[config.mk]
export PLATFORM = sky130hd
export DESIGN_NAME = oaht_modadd
export DESIGN_NICKNAME = d
export VERILOG_FILES = /design/src/rtl/assert_macros.svh /design/src/rtl/oaht_pkg.sv /design/src/rtl/oaht_modadd.sv
export SDC_FILE = /design/constraint.sdc
export NUM_CORES = 1
export LEC_CHECK = 0
export ABC_CLOCK_PERIOD_IN_PS = 5900
export BUFFER_PORTS_ARGS = -buffer_cell sky130_fd_sc_hd__buf_4
export CORE_MARGIN = 1.5
export CORE_UTILIZATION = 50
export DETAILED_ROUTE_END_ITERATION = 10
export GPL_TIMING_DRIVEN = 0
export PLACE_DENSITY = 0.81
export SLEW_MARGIN = 10
export SYNTH_ARGS = -nofsm -noshare
export SYNTH_HDL_FRONTEND = slang
export SYNTH_SLANG_ARGS = --single-unit
[constraint.sdc]
create_clock -name vclk -period 5.9
set_input_delay 0.885 -clock vclk [all_inputs]
set_output_delay 0.885 -clock vclk [all_outputs]
set_load 0.05 [all_outputs]
[src/rtl/assert_macros.svh]
// ----------------------------------------------------------------------------
// Assertion macros
// Shared concurrent assertion wrappers; they compile to nothing in synthesis.
// ----------------------------------------------------------------------------
`ifndef ASSERT_MACROS_SVH
`define ASSERT_MACROS_SVH
`ifndef SYNTHESIS
// Plain property that must hold on every clock edge out of reset.
`define ASSERT_ALWAYS(lbl, clk, rst_n, expr) \
	lbl: assert property (@(posedge clk) disable iff (!rst_n) (expr)) \
		else $error("assertion failed");
// Implication: when the antecedent holds, the consequent holds in the same cycle.
`define ASSERT_IMPLY(lbl, clk, rst_n, ante, cons) \
	lbl: assert property (@(posedge clk) disable iff (!rst_n) (ante) |-> (cons)) \
		else $error("assertion failed");
`else
`define ASSERT_ALWAYS(lbl, clk, rst_n, expr)
`define ASSERT_IMPLY(lbl, clk, rst_n, ante, cons)
`endif
`endif

[src/rtl/oaht_pkg.sv]
// ----------------------------------------------------------------------------
// oaht_pkg
// Shared codes, widths and types of the open-addressing hash table.
// ----------------------------------------------------------------------------
package oaht_pkg;

	localparam int MODE_W     = 2;
	localparam int KEY_PORT_W = 32;
	localparam int HOME_W     = 10;
	localparam int STATUS_W   = 2;
	localparam int LIMIT_W    = 10;
	localparam int COUNT_W    = 11;
	localparam int COUNT_OUT_W = 10;
	localparam int MARK_W     = 2;

	localparam logic [LIMIT_W-1:0] LIMIT_RESET = 10'd680;

	// Operation codes; the unused code behaves as a find.
	localparam logic [MODE_W-1:0] MODE_FIND   = 2'd0;
	localparam logic [MODE_W-1:0] MODE_INSERT = 2'd1;
	localparam logic [MODE_W-1:0] MODE_REMOVE = 2'd2;

	// Result status codes.
	localparam logic [STATUS_W-1:0] STAT_DONE      = 2'd0;
	localparam logic [STATUS_W-1:0] STAT_NOT_FOUND = 2'd1;
	localparam logic [STATUS_W-1:0] STAT_PRESENT   = 2'd2;
	localparam logic [STATUS_W-1:0] STAT_FULL      = 2'd3;

	// Slot marks.
	localparam logic [MARK_W-1:0] MARK_EMPTY   = 2'd0;
	localparam logic [MARK_W-1:0] MARK_ACTIVE  = 2'd1;
	localparam logic [MARK_W-1:0] MARK_DELETED = 2'd2;

	typedef enum logic [1:0] {
		S_CLEAR,
		S_IDLE,
		S_PROBE,
		S_CHECK
	} state_t;

endpackage

[src/rtl/oaht_modadd.sv]
// ----------------------------------------------------------------------------
// oaht_modadd
// Shared modular adder: adds two slot values and folds once by the table size.
// ----------------------------------------------------------------------------
module oaht_modadd import oaht_pkg::*; #(
	parameter int TABLE_SIZE = 1021,
	parameter int PW = 11
) (
	input  logic [PW-1:0] a,
	input  logic [PW-1:0] b,
	output logic [PW-1:0] y
);

	localparam logic [PW:0] TS = (PW+1)'(TABLE_SIZE);

	logic [PW:0] sum;

	// The sum of the operands stays below twice the table size, so one fold is enough.
	always_comb begin
		sum = {1'b0, a} + {1'b0, b};
		if (sum >= TS) begin
			sum = sum - TS;
		end
		y = sum[PW-1:0];
	end

endmodule

Yosys cells after proc, flatten, opt, wreduce, memory -nomap -nowiden
Cells that the tools add are included.
{"block": "op_classes", "mux": 1, "add_sub_neg": 2, "magnitude_cmp": 1}
{"cell": "adder 11 x 11 -> 12 bit", "count": 1}
{"cell": "greater-or-equal comparator 12 x 10 -> 1 bit (second input constant)", "count": 1}
{"cell": "two-way mux 11 bit", "count": 1}
{"cell": "subtractor 11 x 10 -> 11 bit (second input constant)", "count": 1}
{"block": "totals", "in_bits": 22, "output_inout_bits": 11, "regBits": 0}

Depth between registers and ports, before layout
Gate-level depths: netlist of the first run.
{"block": "logic_depth", "depth_word": 3, "mapped_depth": 9, "depth_no_buf": 9}

Least setup slack after synthesis of the first run
No wires, ideal clock.
{"block": "synth_timing", "kind": "input port to output port", "start": "input a[0]", "end": "output y[3]", "cell_stages": 9, "path_slack_ns": 1.031, "arrival_ns": 3.984, "required_ns": 5.015, "n_path_buf": 0, "path_cell_list": "ha_1 fa_1 xnor2_1 or4_1 a211o_1 nor4_4 nand4_2 a211oi_1 xor2_1"}
{"block": "synth_via", "elab_chain_cells": 3, "word_cells_on_any_way": 4}
{"element": "start: declaration", "line_no": "oaht_modadd.sv:9", "source": "input logic [PW-1:0] a,"}
{"element": "adder 11 x 11 -> 12 bit *", "line_no": "oaht_modadd.sv:20", "source": "sum = {1'b0, a} + {1'b0, b};"}
{"element": "subtractor 11 x 10 -> 11 bit or greater-or-equal comparator 12 x 10 -> 1 bit (tied branches)", "line_no": "oaht_modadd.sv:22, oaht_modadd.sv:21"}
{"element": "two-way mux 11 bit *", "line_no": "oaht_modadd.sv:21", "source": "if (sum >= TS) begin"}
{"element": "end: declaration", "line_no": "oaht_modadd.sv:11", "source": "output logic [PW-1:0] y"}
Every way passes the cells marked *; elsewhere a longest branch is shown, timed or not.

Worst setup path after layout of the first run
{"block": "layout_timing", "start": "input a[0]", "end": "output y[5]"}
Same word-level chain as after synthesis.

==> impl_metrics.json, run 1 <==
{
  "yosys-top-cells-count": "ha_1, xnor2_1, a21oi_1, inv_1, nor2_1",
  "p_seq_share_pct": 0,
  "clockBufferCount": 0,
  "yosys_warnings": 0,
  "yosysTopAreaCell": "ha_1",
  "nFlopsAndLatches": 0,
  "hold_viol_final": 0,
  "grt_usage_pct": 20.5,
  "dp_hpwl_um": 1800,
  "syn_area_per_cell_um2": 7.68,
  "final_cell_area_mm2": 0.00115,
  "ios": 33,
  "synth_area_leaders": "ha_1, xnor2_1, xor2_1",
  "p_total_uw": 248,
  "path_cells": "buf_4 -> ha_1 -> fa_1 -> xnor2_1 -> or4_1 -> a211o_1 -> nor4_4 -> nand4_2 -> a211oi_1 -> xnor2_1 -> buf_4",
  "fp.dieH_um": 45.0,
  "synth_seq_area_share_pct": 0,
  "syn_nets": 151,
  "coreArea_mm2": 0.00169,
  "post_cts_buffers": 0,
  "critPathKind": "in -> out",
  "setup_viol_count_final": 0,
  "dieWidth_um": 45.0,
  "grt_overflow": 0,
  "postSynthCellCount": 115,
  "timing.slew.headroom_pct": 69.2,
  "fillCellCount": 154,
  "regArea_um2": 0,
  "drv_slew": 0,
  "routed_via_density": 6.04,
  "grt_setup_unrepaired": "no",
  "path_delay_family": "simple AND/OR/NAND/NOR gates",
  "min_path_type": "in -> out",
  "grt_max_degree": 9,
  "clkPwrFrac_pct": 0,
  "tightest_slew_ns": 0.461,
  "finalCritPeriodShare_pct": 81.8,
  "drive_above_1_share_pct": 31.1,
  "initial_utilization_pct": 52.3,
  "firstDrtPassIters": 4,
  "num_rows": 15,
  "cp-start-kind": "input pin",
  "p_leak_nw": 0.511,
  "yosys.area.top_type_share_pct": 18.4,
  "period_needed_ns": 4.83,
  "p_sw_share_pct": 64.3,
  "tns_ns": 0,
  "postRouteAntennaNets": 0,
  "switching_power_uw": 160,
  "gp_congestion": 0.792,
  "insertedDiodeCount": 0,
  "portBuffers": 33,
  "grt_pass1_wl_um": 3350,
  "ir_worst_vdd_v": 0.000104,
  "fmax_ghz": 0.207,
  "arrival_ns": 3.94,
  "synth_most_common_cell": "ha_1",
  "cts_hold_buf": 0,
  "slowest_delay_ns": 0.46,
  "slowest_stage": "fa_1",
  "pre_cts_ws_ns": 1.11,
  "synth_area_um2": 883,
  "end_kind": "output port",
  "antenna_found_initial": 0,
  "dieArea_mm2": 0.00203,
  "vias": 996,
  "finalWirelength_um": 2060,
  "post_drt_wl_per_cell_um": 12.5,
  "grt_pass1_vias": 865,
  "cap_violations": 0,
  "drc_errors": 0,
  "syn_to_final_growth_pct": 30.5,
  "hold_ws_ns": 2.33,
  "ys_types": 41,
  "post_dp_cell_area_mm2": 0.00115,
  "cts_resized": 0,
  "critPathRequiredTime_ns": 5.02,
  "final_nets": 186,
  "intPower_uw": 88.6,
  "p_comb_share_pct": 100.0,
  "path_max_fanout": 5,
  "status": "completed",
  "first_iter_violations": 16,
  "power_density_mw_per_mm2": 215,
  "fin_ws_ns": 1.07,
  "path_buf_inv": 2
}
-- routing by layer --
layer / global-route usage [%] / vias to the layer above / wire length [um]
li1: - / 512 / -
met1: 26.0 / 451 / 905
met2: 38.6 / 33 / 1070
met3: 0 / 0 / 88
met4: 4.12 / 0 / 0
met5: 0 / - / 0
-- power by group through the flow --
stage | registers (mW) | clock network [mW] | logic, mW
2_1_floorplan | 0 | 0 | 0.185
3_3_place_gp | 0 | 0 | 0.243
3_5_place_dp | 0 | 0 | 0.248
4_1_cts | 0 | 0 | 0.248
5_1_grt | 0 | 0 | 0.265
6_report | 0 | 0 | 0.248
-- cell families (layout without fill, tap and decap cells) --
kind of cell / Yosys count / after routing / share of synthesized area, %
buffers and inverters: 11 / 44 / 5.10
AOI/OAI and AO/OA: 37 / 37 / 31.6
xor gates and xnor gates: 16 / 16 / 15.9
and+or+nand+nor: 35 / 35 / 23.9
muxes: 2 / 2 / 2.83
adders and majority gates: 14 / 14 / 20.7
-- worst paths after layout --
kind,from,endpoint,slack (ns),depth (start not counted)
hold / removal,b[0],y[0],2.33,4
setup / recovery,a[0],y[5],1.07,11
-- per-stage QoR --
stage,util [%],cells
finish,68.2,165
global route,68.2,165
detailed placement,68.2,165
CTS,68.2,165
global placement,68.2,165
floorplan,-,115
-- cells in the final DEF, fill, tap and decap left out, types with 2 or more instances in the layout --
cell,n
buf_4,34
ha_1,13
xnor2_1,10
inv_1,9
a21oi_1,9
nor2_1,7
xor2_1,6
nand3_1,5
o211ai_1,5
a211oi_1,5
nand2_1,4
nor3_1,4
o221a_2,2
a31oi_1,2
o211a_1,2
o21ai_1,2
a211o_1,2
or3_1,2
nand4b_1,2
or2_2,2
-- final cells by class --
cell class	instances	area [um2]	area share [%]
Buffer	2	11.3	0.977
Inverter	9	33.8	2.93
Multi-Input combinational cell	104	838	72.7
Tap cell	17	21.3	1.85
Timing Repair Buffer	33	248	21.5
(Power assumes the default switching activity.)
==> inputs of run 2 (changes only) <==
Settings changed: ABC_CLOCK_PERIOD_IN_PS 5900 to 4450.
Clock period 5.9 ns to 4.45 ns, I/O delays scaled along.
==> impl_metrics.json, run 2 (same netlist as run 1, synthesis figures left out) <==
{
  "first_iter_violations": 14,
  "nFlopsAndLatches": 0,
  "finalWirelength_um": 2060,
  "switching_power_uw": 213,
  "final_nets": 186,
  "drv_slew": 0,
  "wl_met3_um": 90,
  "insertedDiodeCount": 0,
  "finalCritPeriodShare_pct": 95.8,
  "cap_violations": 0,
  "p_seq_share_pct": 0,
  "path_max_fanout": 5,
  "cts_hold_buf": 0,
  "routed_via_density": 6.07,
  "p_leak_nw": 0.512,
  "pre_cts_ws_ns": 0.0931,
  "critPathRequiredTime_ns": 3.78,
  "timing.slew.headroom_pct": 68.9,
  "coreArea_mm2": 0.00169,
  "postRouteAntennaNets": 0,
  "wl_met2_um": 1090,
  "p_total_uw": 332,
  "syn_to_final_growth_pct": 31.9,
  "gp_congestion": 0.792,
  "tns_ns": 0,
  "portBuffers": 33,
  "drive_above_1_share_pct": 33.1,
  "clockBufferCount": 0,
  "critPathKind": "in -> out",
  "p_sw_share_pct": 64.2,
  "grt_overflow": 0,
  "ir_worst_vdd_v": 0.000142,
  "regArea_um2": 0,
  "wl_met1_um": 879,
  "min_path_type": "in -> out",
  "num_rows": 15,
  "hold_viol_final": 0,
  "final_cell_mix": "buf_4, ha_1, xnor2_1",
  "ios": 33,
  "clkPwrFrac_pct": 0,
  "setup_viol_count_final": 0,
  "fillCellCount": 152,
  "fp.dieH_um": 45.0,
  "post_cts_buffers": 0,
  "power_density_mw_per_mm2": 285,
  "grt_max_degree": 9,
  "dieArea_mm2": 0.00203,
  "fin_ws_ns": 0.188,
  "dieWidth_um": 45.0,
  "vias": 1002,
  "dp_hpwl_um": 1800,
  "status": "completed",
  "grt_pass1_vias": 865,
  "tightest_slew_ns": 0.465,
  "grt_usage_pct": 20.5,
  "intPower_uw": 119,
  "fmax_ghz": 0.235,
  "grt_setup_unrepaired": "no",
  "path_delay_family": "simple AND/OR/NAND/NOR gates",
  "crit_top_cell": "buf_4",
  "initial_utilization_pct": 52.3,
  "p_comb_share_pct": 100.0,
  "drc_errors": 0,
  "multi_input_area_um2": 851,
  "slowest_delay_ns": 0.44,
  "cts_resized": 0,
  "period_needed_ns": 4.26,
  "path_cells": "buf_4 -> ha_1 -> fa_2 -> xnor2_1 -> or4_1 -> a211o_1 -> nor4_4 -> nand4_2 -> and2_4 -> mux2_4 -> buf_4",
  "final_common_cell": "buf_4",
  "routed.top_layer": "met3",
  "cp-start-kind": "input pin",
  "post_drt_wl_per_cell_um": 12.5,
  "firstDrtPassIters": 4,
  "arrival_ns": 3.59,
  "path_buf_inv": 2,
  "slowest_stage": "or4_1",
  "grt_pass1_wl_um": 3350,
  "end_kind": "output port",
  "antenna_found_initial": 0
}
run 2: final timing paths:
check             startpoint  endpoint  slack [ns]  depth (start not counted)
setup / recovery        a[0]      y[1]        0.19                         11
hold / removal          b[0]      y[0]        1.89                          4
run 2: final cells by class:
| class | count | area share [%] |
|---|---|---|
| Timing Repair Buffer | 33 | 21.3 |
| Buffer | 2 | 0.967 |
| Multi-Input combinational cell | 104 | 73.0 |
| Tap cell | 17 | 1.83 |
| Inverter | 9 | 2.90 |
run 2: power groups by stage:
stage                     clock network (mW)  logic [mW]  registers, mW
after floorplan                            0       0.245              0
after detailed placement                   0       0.328              0
final                                      0       0.332              0
after global placement                     0       0.323              0
after global routing                       0       0.353              0
after CTS                                  0       0.329              0
run 2: through the flow:
| stage | instance area [um2] | hold WS (ns) | util, % | std cells |
|---|---|---|---|---|
| finish | 1160 | 1.89 | 69.0 | 165 |
| floorplan | 883 | 1.78 | - | 115 |
| detailed placement | 1150 | 1.90 | 68.2 | 165 |
| CTS | 1150 | 1.90 | 68.2 | 165 |
| global placement | 1150 | 1.88 | 68.2 | 165 |
| global route | 1160 | 1.92 | 69.0 | 165 |
run 2: metal layers:
| layer | vias to the layer above | GRT usage, % |
|---|---|---|
| met5 | - | 0 |
| met4 | 0 | 4.12 |
| met3 | 0 | 0 |
| met2 | 28 | 38.6 |
| met1 | 463 | 26.0 |
| li1 | 511 | - |
